===== config.mk =====
export PLATFORM = sky130hd
export DESIGN_NAME = two_operand_alu_flags_and_branch_core
export DESIGN_NICKNAME = d
export VERILOG_FILES = /design/src/sv/aluf_pkg.sv /design/src/sv/aluf_exec.sv /design/src/sv/two_operand_alu_flags_and_branch_core.sv
export SDC_FILE = /design/constraint.sdc
export NUM_CORES = 1
export LEC_CHECK = 0
export BUFFER_PORTS_ARGS = -buffer_cell sky130_fd_sc_hd__buf_4
export CAP_MARGIN = 10
export CELL_PAD_IN_SITES_DETAIL_PLACEMENT = 1
export CELL_PAD_IN_SITES_GLOBAL_PLACEMENT = 1
export CORE_MARGIN = 1
export CORE_UTILIZATION = 48
export CTS_CLUSTER_SIZE = 12
export DETAILED_ROUTE_END_ITERATION = 7
export PLACE_DENSITY_LB_ADDON = 0.2
export REMOVE_ABC_BUFFERS = 1
export SYNTH_ARGS = -nofsm -noshare
export SYNTH_HDL_FRONTEND = slang
export SYNTH_SLANG_ARGS = --single-unit

===== constraint.sdc =====
create_clock -name clock -period 8.84 [get_ports clock]
set_input_delay 2.21 -clock clock [delete_from_list [all_inputs] [get_ports clock]]
set_output_delay 2.21 -clock clock [all_outputs]
set_load 0.02 [all_outputs]

===== src/sv/aluf_pkg.sv =====
// Shared types and constants of the ALU, flags and branch core.
package aluf_pkg;

   localparam logic [3:0] OP_MOV = 4'd0;
   localparam logic [3:0] OP_ADD = 4'd1;
   localparam logic [3:0] OP_SUB = 4'd2;
   localparam logic [3:0] OP_CMP = 4'd3;
   localparam logic [3:0] OP_BIC = 4'd4;
   localparam logic [3:0] OP_BIS = 4'd5;
   localparam logic [3:0] OP_AND = 4'd6;
   localparam logic [3:0] OP_XOR = 4'd7;
   localparam logic [3:0] OP_BIT = 4'd8;

   localparam logic [2:0] COND_JNE = 3'd0;
   localparam logic [2:0] COND_JEQ = 3'd1;
   localparam logic [2:0] COND_JNC = 3'd2;
   localparam logic [2:0] COND_JC  = 3'd3;
   localparam logic [2:0] COND_JN  = 3'd4;
   localparam logic [2:0] COND_JGE = 3'd5;
   localparam logic [2:0] COND_JL  = 3'd6;
   localparam logic [2:0] COND_JMP = 3'd7;

   localparam logic [1:0] KIND_REG   = 2'd0;
   localparam logic [1:0] KIND_CONST = 2'd1;
   localparam logic [1:0] KIND_IMM   = 2'd2;

   localparam int FLAG_C_BIT = 0;
   localparam int FLAG_Z_BIT = 1;
   localparam int FLAG_N_BIT = 2;
   localparam int FLAG_V_BIT = 8;

   localparam logic [15:0] WORD_MASK = 16'hFFFF;
   localparam logic [15:0] BYTE_MASK = 16'h00FF;
   localparam logic [19:0] PC16_MASK = 20'h0FFFF;
   localparam logic [19:0] PC20_MASK = 20'hFFFFF;

   localparam logic [1:0] COST_ONE = 2'd1;
   localparam logic [1:0] COST_TWO = 2'd2;

   localparam logic [2:0] REG_EXT_ADDR = 3'd0;

   typedef struct packed {
      logic        jump;
      logic        byte_size;
      logic [3:0]  op;
      logic [15:0] src;
      logic [15:0] dst;
      logic [15:0] addend;
      logic        cin;
      logic [15:0] status;
      logic [19:0] pc;
      logic        taken;
      logic [1:0]  cost;
   } s1_type;

   typedef struct packed {
      logic [15:0] result;
      logic        wb;
      logic        flags_upd;
      logic        carry;
      logic        ovf;
      logic        byte_size;
      logic [15:0] status;
      logic [19:0] pc;
      logic        taken;
      logic [1:0]  cost;
   } s2_type;

endpackage


===== src/sv/aluf_exec.sv =====
// Execute stage logic: adder, logic unit, carry and overflow.
module aluf_exec (
   input  aluf_pkg::s1_type s1,
   output aluf_pkg::s2_type s2
);

   logic [15:0] mask;
   logic [16:0] sum;
   logic [15:0] sum_res;
   logic        b_msb;
   logic        d_msb;
   logic        s_msb;
   logic        r_msb;
   logic        a_carry;
   logic        a_ovf;
   logic [15:0] and_res;
   logic [15:0] xor_res;

   always_comb begin
      mask    = s1.byte_size ? aluf_pkg::BYTE_MASK : aluf_pkg::WORD_MASK;
      sum     = {1'b0, s1.dst} + {1'b0, s1.addend} + {16'd0, s1.cin};
      sum_res = sum[15:0] & mask;
      b_msb   = s1.byte_size ? s1.addend[7] : s1.addend[15];
      d_msb   = s1.byte_size ? s1.dst[7] : s1.dst[15];
      s_msb   = s1.byte_size ? s1.src[7] : s1.src[15];
      r_msb   = s1.byte_size ? sum[7] : sum[15];
      a_carry = s1.byte_size ? (|sum[16:8]) : sum[16];
      a_ovf   = (b_msb == d_msb) && (b_msb != r_msb);
      and_res = s1.dst & s1.src & mask;
      xor_res = (s1.dst ^ s1.src) & mask;
   end

   always_comb begin
      s2.result    = 16'd0;
      s2.wb        = 1'b0;
      s2.flags_upd = 1'b0;
      s2.carry     = 1'b0;
      s2.ovf       = 1'b0;
      s2.byte_size = s1.byte_size;
      s2.status    = s1.status;
      s2.pc        = s1.pc;
      s2.taken     = s1.taken;
      s2.cost      = s1.cost;
      if (!s1.jump) begin
         case (s1.op)
            aluf_pkg::OP_MOV: begin
               s2.result = s1.src & mask;
               s2.wb     = 1'b1;
            end
            aluf_pkg::OP_ADD, aluf_pkg::OP_SUB, aluf_pkg::OP_CMP: begin
               s2.result    = sum_res;
               s2.wb        = (s1.op != aluf_pkg::OP_CMP);
               s2.flags_upd = 1'b1;
               s2.carry     = a_carry;
               s2.ovf       = a_ovf;
            end
            aluf_pkg::OP_BIC: begin
               s2.result = s1.dst & ~s1.src & mask;
               s2.wb     = 1'b1;
            end
            aluf_pkg::OP_BIS: begin
               s2.result = (s1.dst | s1.src) & mask;
               s2.wb     = 1'b1;
            end
            aluf_pkg::OP_AND, aluf_pkg::OP_BIT: begin
               s2.result    = and_res;
               s2.wb        = (s1.op == aluf_pkg::OP_AND);
               s2.flags_upd = 1'b1;
               s2.carry     = (and_res != 16'd0);
            end
            aluf_pkg::OP_XOR: begin
               s2.result    = xor_res;
               s2.wb        = 1'b1;
               s2.flags_upd = 1'b1;
               s2.carry     = (xor_res != 16'd0);
               s2.ovf       = s_msb && d_msb;
            end
            default: begin
               s2.result = 16'd0;
            end
         endcase
      end
   end

endmodule


===== src/sv/two_operand_alu_flags_and_branch_core.sv =====
// Top level: three-stage ALU with status flags and relative conditional jump.
// An accepted request passes through the stage 1, stage 2 and stage 3 registers to the rsp_ ports.
// Throughput: one request per cycle; each stage holds only while the next one is full
// and stalled, so bubbles close up.
// Reset: synchronous, active high; empties all stages and clears extended_addressing.
module two_operand_alu_flags_and_branch_core (
   input  logic               clock,
   input  logic               reset,
   input  logic               req_valid,
   output logic               req_stall,
   input  logic               req_mode,
   input  logic [3:0]         req_operation,
   input  logic               req_byte_size,
   input  logic [1:0]         req_source_kind,
   input  logic [15:0]        req_source_value,
   input  logic [15:0]        req_dest_value,
   input  logic [15:0]        req_status_in,
   input  logic [19:0]        req_next_pc,
   input  logic signed [10:0] req_jump_offset,
   input  logic [2:0]         req_jump_condition,
   output logic               rsp_valid,
   input  logic               rsp_stall,
   output logic [15:0]        rsp_result,
   output logic               rsp_dest_write,
   output logic [15:0]        rsp_status_out,
   output logic [19:0]        rsp_pc_out,
   output logic               rsp_jump_taken,
   output logic [1:0]         rsp_cycle_cost,
   input  logic               csr_psel,
   input  logic               csr_penable,
   input  logic               csr_pwrite,
   input  logic [2:0]         csr_paddr,
   input  logic [31:0]        csr_pwdata,
   output logic [31:0]        csr_prdata,
   output logic               csr_pready
);

   localparam logic REG_EXT_ADDR_BIT = aluf_pkg::REG_EXT_ADDR[2];

   logic ext_ff, ext_in;
   logic v1_ff, v1_in, v2_ff, v2_in, v3_ff, v3_in;
   logic en1, en2, en3;

   aluf_pkg::s1_type s1_ff, s1_in;
   aluf_pkg::s2_type s2_ff, s2_in;

   logic [15:0] res_ff, res_in;
   logic        wb_ff, wb_in;
   logic [15:0] st_ff, st_in;
   logic [19:0] pc_ff, pc_in;
   logic        tk_ff, tk_in;
   logic [1:0]  cost_ff, cost_in;

   logic [15:0] mask;
   logic [15:0] src;
   logic        is_sub;
   logic [19:0] target;
   logic        flag_c, flag_z, flag_n, flag_v;
   logic        taken;

   // configuration port
   assign csr_pready = 1'b1;
   assign csr_prdata = (csr_paddr[2] == REG_EXT_ADDR_BIT) ? {31'd0, ext_ff} : 32'd0;

   always_comb begin
      ext_in = ext_ff;
      if (csr_psel && csr_penable && csr_pwrite && csr_pready
          && (csr_paddr[2] == REG_EXT_ADDR_BIT)) begin
         ext_in = csr_pwdata[0];
      end
   end

   // stage enables: advance when empty or when the next stage advances
   assign en3       = !v3_ff || !rsp_stall;
   assign en2       = !v2_ff || en3;
   assign en1       = !v1_ff || en2;
   assign req_stall = !en1;

   assign v1_in = en1 ? req_valid : v1_ff;
   assign v2_in = en2 ? v1_ff : v2_ff;
   assign v3_in = en3 ? v2_ff : v3_ff;

   // stage 1: operand preparation and jump resolution
   always_comb begin
      mask   = req_byte_size ? aluf_pkg::BYTE_MASK : aluf_pkg::WORD_MASK;
      if (req_source_kind == aluf_pkg::KIND_CONST) begin
         src = (req_byte_size && (req_source_value == aluf_pkg::WORD_MASK))
               ? aluf_pkg::BYTE_MASK : req_source_value;
      end else begin
         src = req_source_value & mask;
      end
      is_sub = (req_operation == aluf_pkg::OP_SUB) || (req_operation == aluf_pkg::OP_CMP);
      target = (req_next_pc + {{9{req_jump_offset[10]}}, req_jump_offset})
               & (ext_ff ? aluf_pkg::PC20_MASK : aluf_pkg::PC16_MASK);
      flag_c = req_status_in[aluf_pkg::FLAG_C_BIT];
      flag_z = req_status_in[aluf_pkg::FLAG_Z_BIT];
      flag_n = req_status_in[aluf_pkg::FLAG_N_BIT];
      flag_v = req_status_in[aluf_pkg::FLAG_V_BIT];
      case (req_jump_condition)
         aluf_pkg::COND_JNE: taken = !flag_z;
         aluf_pkg::COND_JEQ: taken = flag_z;
         aluf_pkg::COND_JNC: taken = !flag_c;
         aluf_pkg::COND_JC:  taken = flag_c;
         aluf_pkg::COND_JN:  taken = flag_n;
         aluf_pkg::COND_JGE: taken = (flag_n == flag_v);
         aluf_pkg::COND_JL:  taken = (flag_n != flag_v);
         default:            taken = 1'b1;
      endcase

      s1_in.jump      = req_mode;
      s1_in.byte_size = req_byte_size;
      s1_in.op        = req_operation;
      s1_in.src       = src;
      s1_in.dst       = req_dest_value & mask;
      s1_in.addend    = is_sub ? ~src : src;
      s1_in.cin       = is_sub;
      s1_in.status    = req_status_in;
      s1_in.pc        = (req_mode && taken) ? target : req_next_pc;
      s1_in.taken     = req_mode && taken;
      if (req_mode || (req_source_kind == aluf_pkg::KIND_IMM)) begin
         s1_in.cost = aluf_pkg::COST_TWO;
      end else begin
         s1_in.cost = aluf_pkg::COST_ONE;
      end
   end

   // stage 2: execute
   aluf_exec u_exec (
      .s1 (s1_ff),
      .s2 (s2_in)
   );

   // stage 3: zero and negative, status assembly
   always_comb begin
      res_in  = s2_ff.result;
      wb_in   = s2_ff.wb;
      pc_in   = s2_ff.pc;
      tk_in   = s2_ff.taken;
      cost_in = s2_ff.cost;
      st_in   = s2_ff.status;
      if (s2_ff.flags_upd) begin
         st_in[aluf_pkg::FLAG_C_BIT] = s2_ff.carry;
         st_in[aluf_pkg::FLAG_V_BIT] = s2_ff.ovf;
         st_in[aluf_pkg::FLAG_Z_BIT] = (s2_ff.result == 16'd0);
         st_in[aluf_pkg::FLAG_N_BIT] = s2_ff.byte_size ? s2_ff.result[7]
                                                       : s2_ff.result[15];
      end
   end

   always_ff @(posedge clock) begin
      if (reset) begin
         ext_ff <= 1'b0;
         v1_ff  <= 1'b0;
         v2_ff  <= 1'b0;
         v3_ff  <= 1'b0;
      end else begin
         ext_ff <= ext_in;
         v1_ff  <= v1_in;
         v2_ff  <= v2_in;
         v3_ff  <= v3_in;
      end
   end

   always_ff @(posedge clock) begin
      if (en1) begin
         s1_ff <= s1_in;
      end
      if (en2) begin
         s2_ff <= s2_in;
      end
      if (en3) begin
         res_ff  <= res_in;
         wb_ff   <= wb_in;
         st_ff   <= st_in;
         pc_ff   <= pc_in;
         tk_ff   <= tk_in;
         cost_ff <= cost_in;
      end
   end

   assign rsp_valid      = v3_ff;
   assign rsp_result     = res_ff;
   assign rsp_dest_write = wb_ff;
   assign rsp_status_out = st_ff;
   assign rsp_pc_out     = pc_ff;
   assign rsp_jump_taken = tk_ff;
   assign rsp_cycle_cost = cost_ff;

endmodule


Yosys cells after proc, flatten, opt, wreduce, memory -nomap -nowiden

Cells that the tools add are included.

Logic and storage cells: 124
Output and inout bits: 91
Input port bits: 132
Register bits after elaboration: 214

Reductions and logical operators: 28
Bitwise logic cells: 16
Mux-type cells: 22
Equal/unequal tests: 24
$add $sub $neg: 3

Operator list:

| kind                                          | number |
|---|---|
| AND 16 bit                                    | 10 |
| one-hot mux 16 bit (6 select lines)           | 1 |
| 2-to-1 mux 16 bit                             | 5 |
| 2-to-1 mux 20 bit                             | 2 |
| NOT 16 bit                                    | 2 |
| nonzero test 16 bit                           | 2 |
| adder 20 bit                                  | 1 |
| AND 20 bit                                    | 1 |
| adder 16 x 16 -> 17 bit                       | 1 |
| adder 17 x 1 -> 17 bit                        | 1 |
| == test 16 bit, second input constant         | 1 |
| == test 4 x 2 -> 1 bit, second input constant | 4 |
| == test 4 x 3 -> 1 bit, second input constant | 4 |
| logical NOT 16 bit                            | 1 |
| bitwise OR 16 bit                             | 1 |
| XOR 16 bit                                    | 1 |
| == test 3 bit, second input constant          | 3 |
| OR reduction 9 bit                            | 1 |
| 2-to-1 mux 1 bit                              | 8 |
| logical AND 1 bit                             | 7 |
| logical NOT 1 bit                             | 7 |
| one-hot mux 1 bit (7 select lines)            | 1 |
| == test 3 x 2 -> 1 bit, second input constant | 2 |
| one-hot mux 2 bit (3 select lines)            | 1 |
| other kinds (19)                              | 25 |

Logic depth before layout (Yosys ltp)

Gate-level depths: netlist of the first run.

Word-level depth: 6
Mapped depth: 11
Gate-level depth less buffers: 11

Cells and area by module

From an unflattened synthesis of the first run, not the netlist that was laid out.

Cells, all modules: 897
Area total of the unflattened synthesis: 11068.1 µm²

By module, submodules not included:

| module                                | cells an instance | times used | area each (µm²) |
|---|---|---|---|
| two_operand_alu_flags_and_branch_core | 514               | 1          | 8349.3 |
| aluf_exec                             | 383               | 1          | 2718.9 |

Worst setup path before layout of the first run

Ideal clock, no wire load.

Path kind: input to output
Start point: input port rsp_stall
End point: output port req_stall
Stages: 3
Data arrival time: 4.913 ns
Slack: 1.717 ns
Buffers on the path: 0
Path through: and3_1 -> nand2_1 -> inv_1

Word-level cells in the longest chain between the ends: 5

Ends and longest elaborated chain:

| item              | RTL line                                    | RTL |
|---|---|---|
| from (decl)       | two_operand_alu_flags_and_branch_core.sv:22 | `input logic rsp_stall,` |
| logical NOT 1 bit | two_operand_alu_flags_and_branch_core.sv:74 | `assign en3 = !v3_ff \|\| !rsp_stall;` |
| logical OR 1 bit  | two_operand_alu_flags_and_branch_core.sv:74 |  |
| logical OR 1 bit  | two_operand_alu_flags_and_branch_core.sv:75 | `assign en2 = !v2_ff \|\| en3;` |
| logical OR 1 bit  | two_operand_alu_flags_and_branch_core.sv:76 | `assign en1 = !v1_ff \|\| en2;` |
| logical NOT 1 bit | two_operand_alu_flags_and_branch_core.sv:77 | `assign req_stall = !en1;` |
| to (decl)         | two_operand_alu_flags_and_branch_core.sv:10 | `output logic req_stall,` |

Every way passes these cells.

Worst setup path after layout of the first run

Ends and elaborated chain as after synthesis.

==> key figures, run 1 <==
STA
  • Final setup viols: 0
  • Max_slew headroom: about two fifths
  • Final Hold Fails: 0
  • Worst-margin pin slew: between 0.9 and 1 ns
  • Fmax: ~180 MHz
  • Setup_tns: 0 ns
  • Slew Limit Fails: 0
  • RSZ-0062 raised after global routing: false
  • Tcrit/Tclk final: between 60 and 70%
  • Clock Skew: ~0.013 ns
  • Post-layout min period: around 5.4 ns

Floorplanning
  • Total die area: about 23,000 um2
  • Core ar.: roughly 22,000 um2
  • Row count: 54
  • I/O pins: around 220
  • Die Height: approximately 150 um
  • Initial core utilization: between 40% and 50%
  • Die X: 152 um

Cells and area
  • Area growth syn-to-layout: 19.0%
  • Final Cell Area: between 10,000 and 15,000 um2
  • Share of post-route cells with drive strength above 1: 20.8%
  • Post-layout util: 58.5%
  • Filler Cells Inserted: about 2.2k
  • Fin nets: approximately 1.2k
  • Ant. Diodes: 0

Run
  • Maxcap violations: 0

Yosys
  • Synth Register Bits: about 210
  • Area share of the largest cell type after synthesis: approximately 58%
  • Post-Synth Adder-Cell Area: between 10% and 20%
  • Sequential area share after synthesis: about three fifths
  • Largest family of logic cells by synthesized area: compound AO/OA/AOI/OAI gates
  • Synth Area in Compound Gates: around an eighth
  • Ys Warns: 0
  • Yosys cell types: slightly above 70
  • Cell Area, Synth: approximately 11,000 um2
  • Ys async rst share: 0%
  • Top_reg_cell synth: edfxtp_1
  • XOR/XNOR Fraction of Synth Area: 3.00%
  • Synth Area in Simple Gates: a little under a tenth
  • Syn avg cell area: 12.5 um2
  • Number of enable flip-flop cells after synthesis: 210
  • Ranking of synthesized cells by area: edfxtp_1 58%, ha_1 9.5%, buf_4 2.2%
  • Synth area leader: edfxtp_1
  • Post-synthesis mux area share: less than 1%
  • Mapped Cells: ~860

Setup path
  • CP max stage delay: about 0.40 ns
  • WP data arrival: between 3 and 4 ns
  • Critical path class: in -> out
  • Data required, critical path: approximately 6.6 ns
  • Critical-path cell list: buf_4 -> and3_1 -> nand2_4 -> inv_1 -> buf_4
  • R2R Path End: s2_ff[41]
  • R2R depth: 10
  • Most numerous cell on the critical path: buf_4
  • Worst r2r src: s1_ff[56]
  • CP Capture Type: output port
  • Crit-path max FO: 36
  • Critical path origin: rsp_stall
  • CP Launch Type: primary input
  • Slowest library cell on the worst path: nand2_4
  • R2R setup slack: 5.12 ns

GRT
  • First-pass GRT wire length: 42,000 um
  • Initial antenna violation count: 0
  • Gr usage total: between 20% and 30%
  • Largest net degree at the start of global routing: 61
  • Gr ovfl total: 0
  • Via count of the first global-routing pass: about 7.8k

Clock tree
  • Clock-pin slew on the worst setup and hold paths: about 0.06 ns
  • CTS H-tree lvls: 1
  • Worst-skew pair later-pin latency: roughly 0.53 ns
  • TritonCTS clock tree: done
  • Post-CTS setup buffers: 0
  • Root Buffer: clkbuf_16
  • CTS Buf Count: 23
  • Clock buffer depth: 3
  • CTS Sinks: ~210
  • Post-CTS Hold Buffers: 0
  • Post-CTS sizing: 0

Placement
  • DP HPWL: approximately 20,000 um
  • Port Buf Inserts: about 160
  • Area after DPL: ~12,000 um2
  • Routability cong.: around 0.84

Hold path
  • Worst min path class: reg -> reg
  • Hold EP: pc_in[12]
  • Critical hold path startpoint: s1_ff[15]
  • Hold path cells: 0

Pwr
  • Pwr Density: about 200 nW/um2
  • Worst vdd ir: roughly 92 uV
  • P_leak: between 5 and 6 nW

Route
  • Vias: 7,424
  • Router iterations before antenna repair: 7
  • DR iter-0 viols: 500
  • DRT Wirelength: 26,900 um
  • Drt drc: 18
  • Final ANT Viol Nets: 0
  • Wirelength per Cell: ~20 um
  • Via/cell ratio: approximately 5.6

Run status
  • Failing checks: design-rule violations
  • Status: complete, but fails checks
layout by cell type (no fill, tap or decap), types with 4 or more instances in the layout:
master / Yosys / routed
nand2b_1: 6 / 6
dfxtp_1: 4 / 4
a22o_1: 7 / 7
conb_1: 2 / 32
a22oi_1: 10 / 10
and2_1: 11 / 11
nand4_1: 5 / 5
a221oi_1: 7 / 7
xnor2_1: 10 / 10
o21ai_0: 46 / 46
buf_4: 32 / 165
edfxtp_1: 210 / 210
a211oi_1: 12 / 12
o31ai_1: 6 / 6
o211ai_1: 11 / 11
ha_1: 82 / 82
nand2_1: 48 / 46
nor3b_1: 5 / 4
nor4_1: 10 / 10
clkbuf_1: 25 / 8
a21o_1: 12 / 12
nand3_1: 13 / 13
clkbuf_16: 0 / 23
xor2_1: 27 / 27
nor2b_1: 9 / 9
clkinv_1: 0 / 4
a21oi_1: 47 / 47
a222oi_1: 4 / 4
inv_1: 54 / 53
nor2_1: 60 / 60
nor3_1: 11 / 11
or3_1: 4 / 4
layout make-up:
| cell class | count | area, um2 | share of cell area [%] |
|---|---|---|---|
| Clock buffer | 31 | 606 | 4.72 |
| Clock inverter | 8 | 75.1 | 0.585 |
| Timing Repair Buffer | 165 | 1240 | 9.65 |
| Sequential cell | 214 | 6390 | 49.7 |
| Inverter | 54 | 203 | 1.58 |
| Tap cell | 280 | 350 | 2.73 |
| Multi-Input combinational cell | 564 | 3980 | 31.0 |
sequential cells by signal, indices dropped and copies added (netlist names), 2 cells and up:
signal and count:
pc_in 20, res_in 16, rsp_result 16, cost_in 2
s1_ff 94, rsp_pc_out 20, rsp_cycle_cost 2, rsp_status_out 16
s2_ff 20
cell usage after synthesis (all sizes together), types with 13 or more instances:
cell / n
edfxtp: 210
ha: 82
nor2: 60
inv: 54
a21oi: 50
o21ai: 50
nand2: 48
buf: 37
xor2: 27
clkbuf: 25
a21o: 13
nand3: 13
worst max-delay path: cells and delay by family:
kind          cells  cell delay, ns
simple gates      2            0.59
buf+inv           3            0.41
per-layer routing:
layer | part of all wire, % | up-vias | track usage (%)
met5 | 0 | - | 0
met4 | 2.3 | 0 | 6.22
met3 | 5.0 | 50 | 4.19
met2 | 52 | 198 | 42.3
met1 | 40 | 3695 | 28.0
li1 | - | 3481 | -
worst max-delay path by stage:
stage	to	slack [ns]	cells past startpoint
2_1_floorplan	req_stall	1.72	3
3_3_place_gp	req_stall	3.41	5
3_5_place_dp	req_stall	3.39	5
4_1_cts	req_stall	3.39	5
5_1_grt	req_stall	3.33	5
6_report	req_stall	3.41	5
cells by family after synthesis:
family	count (synthesis)
multiplexers	6
other	2
flip-flops	214
XOR/XNOR	37
AO/OA/AOI/OAI	199
buffers and inverters	116
AND/OR/NAND/NOR	205
adder cells (fa/ha/maj)	85
through the flow:
stage	std cells	power [W]	hold WS (ns)	setup WS [ns]
finish	1316	0.00253	0.416	3.41
global placement	1277	0.00163	0.400	3.41
detailed placement	1277	0.00165	0.406	3.39
CTS	1316	0.00255	0.418	3.39
floorplan	832	0.00149	0.400	1.72
global route	1316	0.00263	0.418	3.33
power by group:
group | internal [W] | leakage (nW) | total [W] | switching, W
Clock | 0.000509 | 0.331 | 0.000892 | 0.000383
Combinational | 0.000161 | 2.82 | 0.000391 | 0.000230
Sequential | 0.00121 | 2.35 | 0.00125 | 0.0000390
Note: power is estimated with default switching activity, not from simulation.
==> inputs of run 2 (changes only) <==
--- a/config.mk
+++ b/config.mk
@@ -10,7 +10,7 @@
 export CELL_PAD_IN_SITES_DETAIL_PLACEMENT = 1
 export CELL_PAD_IN_SITES_GLOBAL_PLACEMENT = 1
 export CORE_MARGIN = 1
-export CORE_UTILIZATION = 48
+export CORE_UTILIZATION = 40
 export CTS_CLUSTER_SIZE = 12
 export DETAILED_ROUTE_END_ITERATION = 7
 export PLACE_DENSITY_LB_ADDON = 0.2
==> constraint.sdc (replaced) <==
create_clock -name clock -period 4.9 [get_ports clock]
set_input_delay 1.225 -clock clock [delete_from_list [all_inputs] [get_ports clock]]
set_output_delay 1.225 -clock clock [all_outputs]
set_load 0.02 [all_outputs]
==> key figures, run 2 (same netlist as run 1, synthesis figures left out) <==
Cells and area
  • Area growth syn-to-layout: 19.7%
  • Number of flip-flops under the largest register name: 94 (unchanged)
  • Commonest non-fill, non-tap cell in the layout: edfxtp_1
  • Filler Cells Inserted: 2,807 (+26%)
  • Post-layout util: 49.2% (-9.3 points)
  • Commonest cells after routing, fill and taps aside: 210 x edfxtp_1, 166 x buf_4, 82 x ha_1, 60 x nor2_1, 53 x inv_1
  • Fin nets: 1,240 (+0.081%)
  • Ant. Diodes: 0 (unchanged)
  • Final Cell Area: 12,900 um2 (+0.59%)
  • Non-Filler Instances: 1,370 (+4.1%)
  • Register bank with the most flops: s1_ff
  • Share of post-route cells with drive strength above 1: 20.8% (about the same)

Setup path
  • Slowest library cell on the worst path: fa_1
  • WP data arrival: 3.90 ns (+0.68 ns)
  • CP Launch Type: register
  • Critical path class: reg -> reg
  • Critical-path cell list: fa_1 -> fa_1 -> a211oi_1 -> o21ai_0 -> a211oi_1 -> o21ai_0 -> xnor2_1 -> o221a_2 -> o32ai_1
  • CP max stage delay: 0.48 ns (+0.08 ns)
  • Data required, critical path: 5.13 ns (-1.50 ns)
  • Critical path buffer and inverter count: 0 (-3)
  • Top delay family on crit path: compound AO/OA/AOI/OAI gates
  • Crit-path max FO: 4 (-89%)
  • CP Capture Type: register

STA
  • Post-layout min period: approximately 3.7 ns
  • Slew Limit Fails: 0 (unchanged)
  • Fmax: between 200 and 300 MHz
  • PnR worst setup slack: 1.24 ns (-2.17 ns)
  • Max_slew headroom: 27.0% (-13 points)
  • Worst-margin pin slew: 1.09 ns (+0.185 ns)
  • Final setup viols: 0 (unchanged)
  • RSZ-0062 raised after global routing: false
  • Tcrit/Tclk final: 74.8%
  • Final Hold Fails: 0 (unchanged)
  • WHS: 0.412 ns (-0.00389 ns)
  • Clock Skew: 0.0153 ns (+0.00213 ns)

Placement
  • Setup WS pre-CTS: 1.00 ns (-2.39 ns)
  • Post-Place Cells: 1,333 (+4.4%)
  • Area after DPL: 12,200 um2 (+0.63%)
  • Port Buf Inserts: 157 (unchanged)
  • Routability cong.: 0.823 (-2.0%)
  • DP HPWL: 19,300 um (-1.8%)

GRT
  • Gr usage total: 18.8% (-4.3 points)
  • Gr ovfl total: 0 (unchanged)
  • First-pass GRT wire length: 40,700 um (-3.1%)
  • Largest net degree at the start of global routing: 53 (-13%)
  • Initial antenna violation count: 0 (unchanged)
  • Via count of the first global-routing pass: 7,455 (-4.0%)

Route
  • Final ANT Viol Nets: 0 (unchanged)
  • Drt drc: 6 (-12)
  • Vias: 7,179 (-3.3%)
  • Wirelength per Cell: 19.0 um (-7.2%)
  • DR iter-0 viols: 373 (-25%)
  • DRT Wirelength: 26,000 um (-3.4%)
  • Router iterations before antenna repair: 8 (+1)
  • Via/cell ratio: 5.24 (-7.1%)

Pwr
  • Sequential power share: 49.2% (about the same)
  • Worst vdd ir: 248 uV (+170%)
  • Logic pwr share: 15.3% (-0.2 points)
  • Sw Ratio: 25.5% (-0.30 points)
  • Net load switching power: 0.00116 W (+78%)
  • P_leak: 5.50 nW (about the same)
  • Pwr Density: 353 nW/um2 (+79%)
  • P_int: 0.00340 W (+81%)
  • Clock share of power: 35.5% (+0.2 points)

Clock tree
  • Root Buffer: clkbuf_16
  • Clock buffer depth: 3 (unchanged)
  • CTS H-tree lvls: 1 (unchanged)
  • TritonCTS clock tree: done
  • Worst-skew pair later-pin latency: 0.53 ns (about the same)
  • Post-CTS sizing: 0 (unchanged)
  • Post-CTS setup buffers: 0 (unchanged)
  • CTS Sinks: 214 (unchanged)
  • CTS Buf Count: 23 (unchanged)
  • Post-CTS Hold Buffers: 0 (unchanged)
  • Clock-pin slew on the worst setup and hold paths: 0.06 ns (about the same)

Run status
  • Status: complete, but fails checks
  • Failing checks: design-rule violations

Hold path
  • Worst min path class: reg -> reg

Floorplanning
  • Core ar.: 26,300 um2 (+20%)
  • Die Height: 166 um (+9.4%)
  • Total die area: 27,600 um2 (+20%)
  • Row count: 59 (+9.3%)
  • Die X: 166 um (+9.4%)
  • Initial core utilization: 41.1% (-8.1 points)
  • I/O pins: 223 (unchanged)

Run
  • Maxcap violations: 0 (unchanged)
## run 2: cell count changes in the layout (fill, tap and decap cells not counted)
cell	change
buf_4	+1
clkbuf_8	+1
clkinv_2	-2
clkinv_1	-1
## run 2: final timing paths
check / startpoint / endpoint / slack (ns) / cells past startpoint
worst max-delay path: s1_ff[56] / res_in[14] / 1.24 / 9
worst min-delay path: s1_ff[2] / tk_in / 0.41 / 0
worst max register to register: s1_ff[56] / res_in[14] / 1.24 / 9
worst min register to register: s1_ff[2] / tk_in / 0.41 / 0
## run 2: power groups by stage
stage / Combinational, W / Clock, W / Sequential, W
2_1_floorplan: 0.000369 / 0 / 0.00232
3_3_place_gp: 0.000682 / 0 / 0.00227
3_5_place_dp: 0.000696 / 0 / 0.00229
4_1_cts: 0.000700 / 0.00166 / 0.00225
5_1_grt: 0.000764 / 0.00173 / 0.00226
6_report: 0.000696 / 0.00162 / 0.00224
## run 2: layer usage
layer	up-vias	track usage, %	share of wire (%)
li1	3468	-	-
met1	3488	23.7	43
met2	180	32.4	49
met3	43	3.60	5.3
met4	0	6.52	2.8
met5	-	0	0
## run 2: cell type report
class / count / area, um2 / area share [%]
well taps: 335 / 419 / 3.24
flip-flops and latches: 214 / 6390 / 49.4
clock buffers: 32 / 619 / 4.79
clock inverters: 5 / 61.3 / 0.475
inverters: 54 / 203 / 1.57
multi-input cells: 564 / 3980 / 30.8
repair buffers: 166 / 1250 / 9.65
## run 2: through the flow
stage	power [W]	TNS, ns
global route	0.00475	0
detailed placement	0.00298	0
global placement	0.00296	0
finish	0.00456	0
floorplan	0.00269	-0.253
CTS	0.00461	0
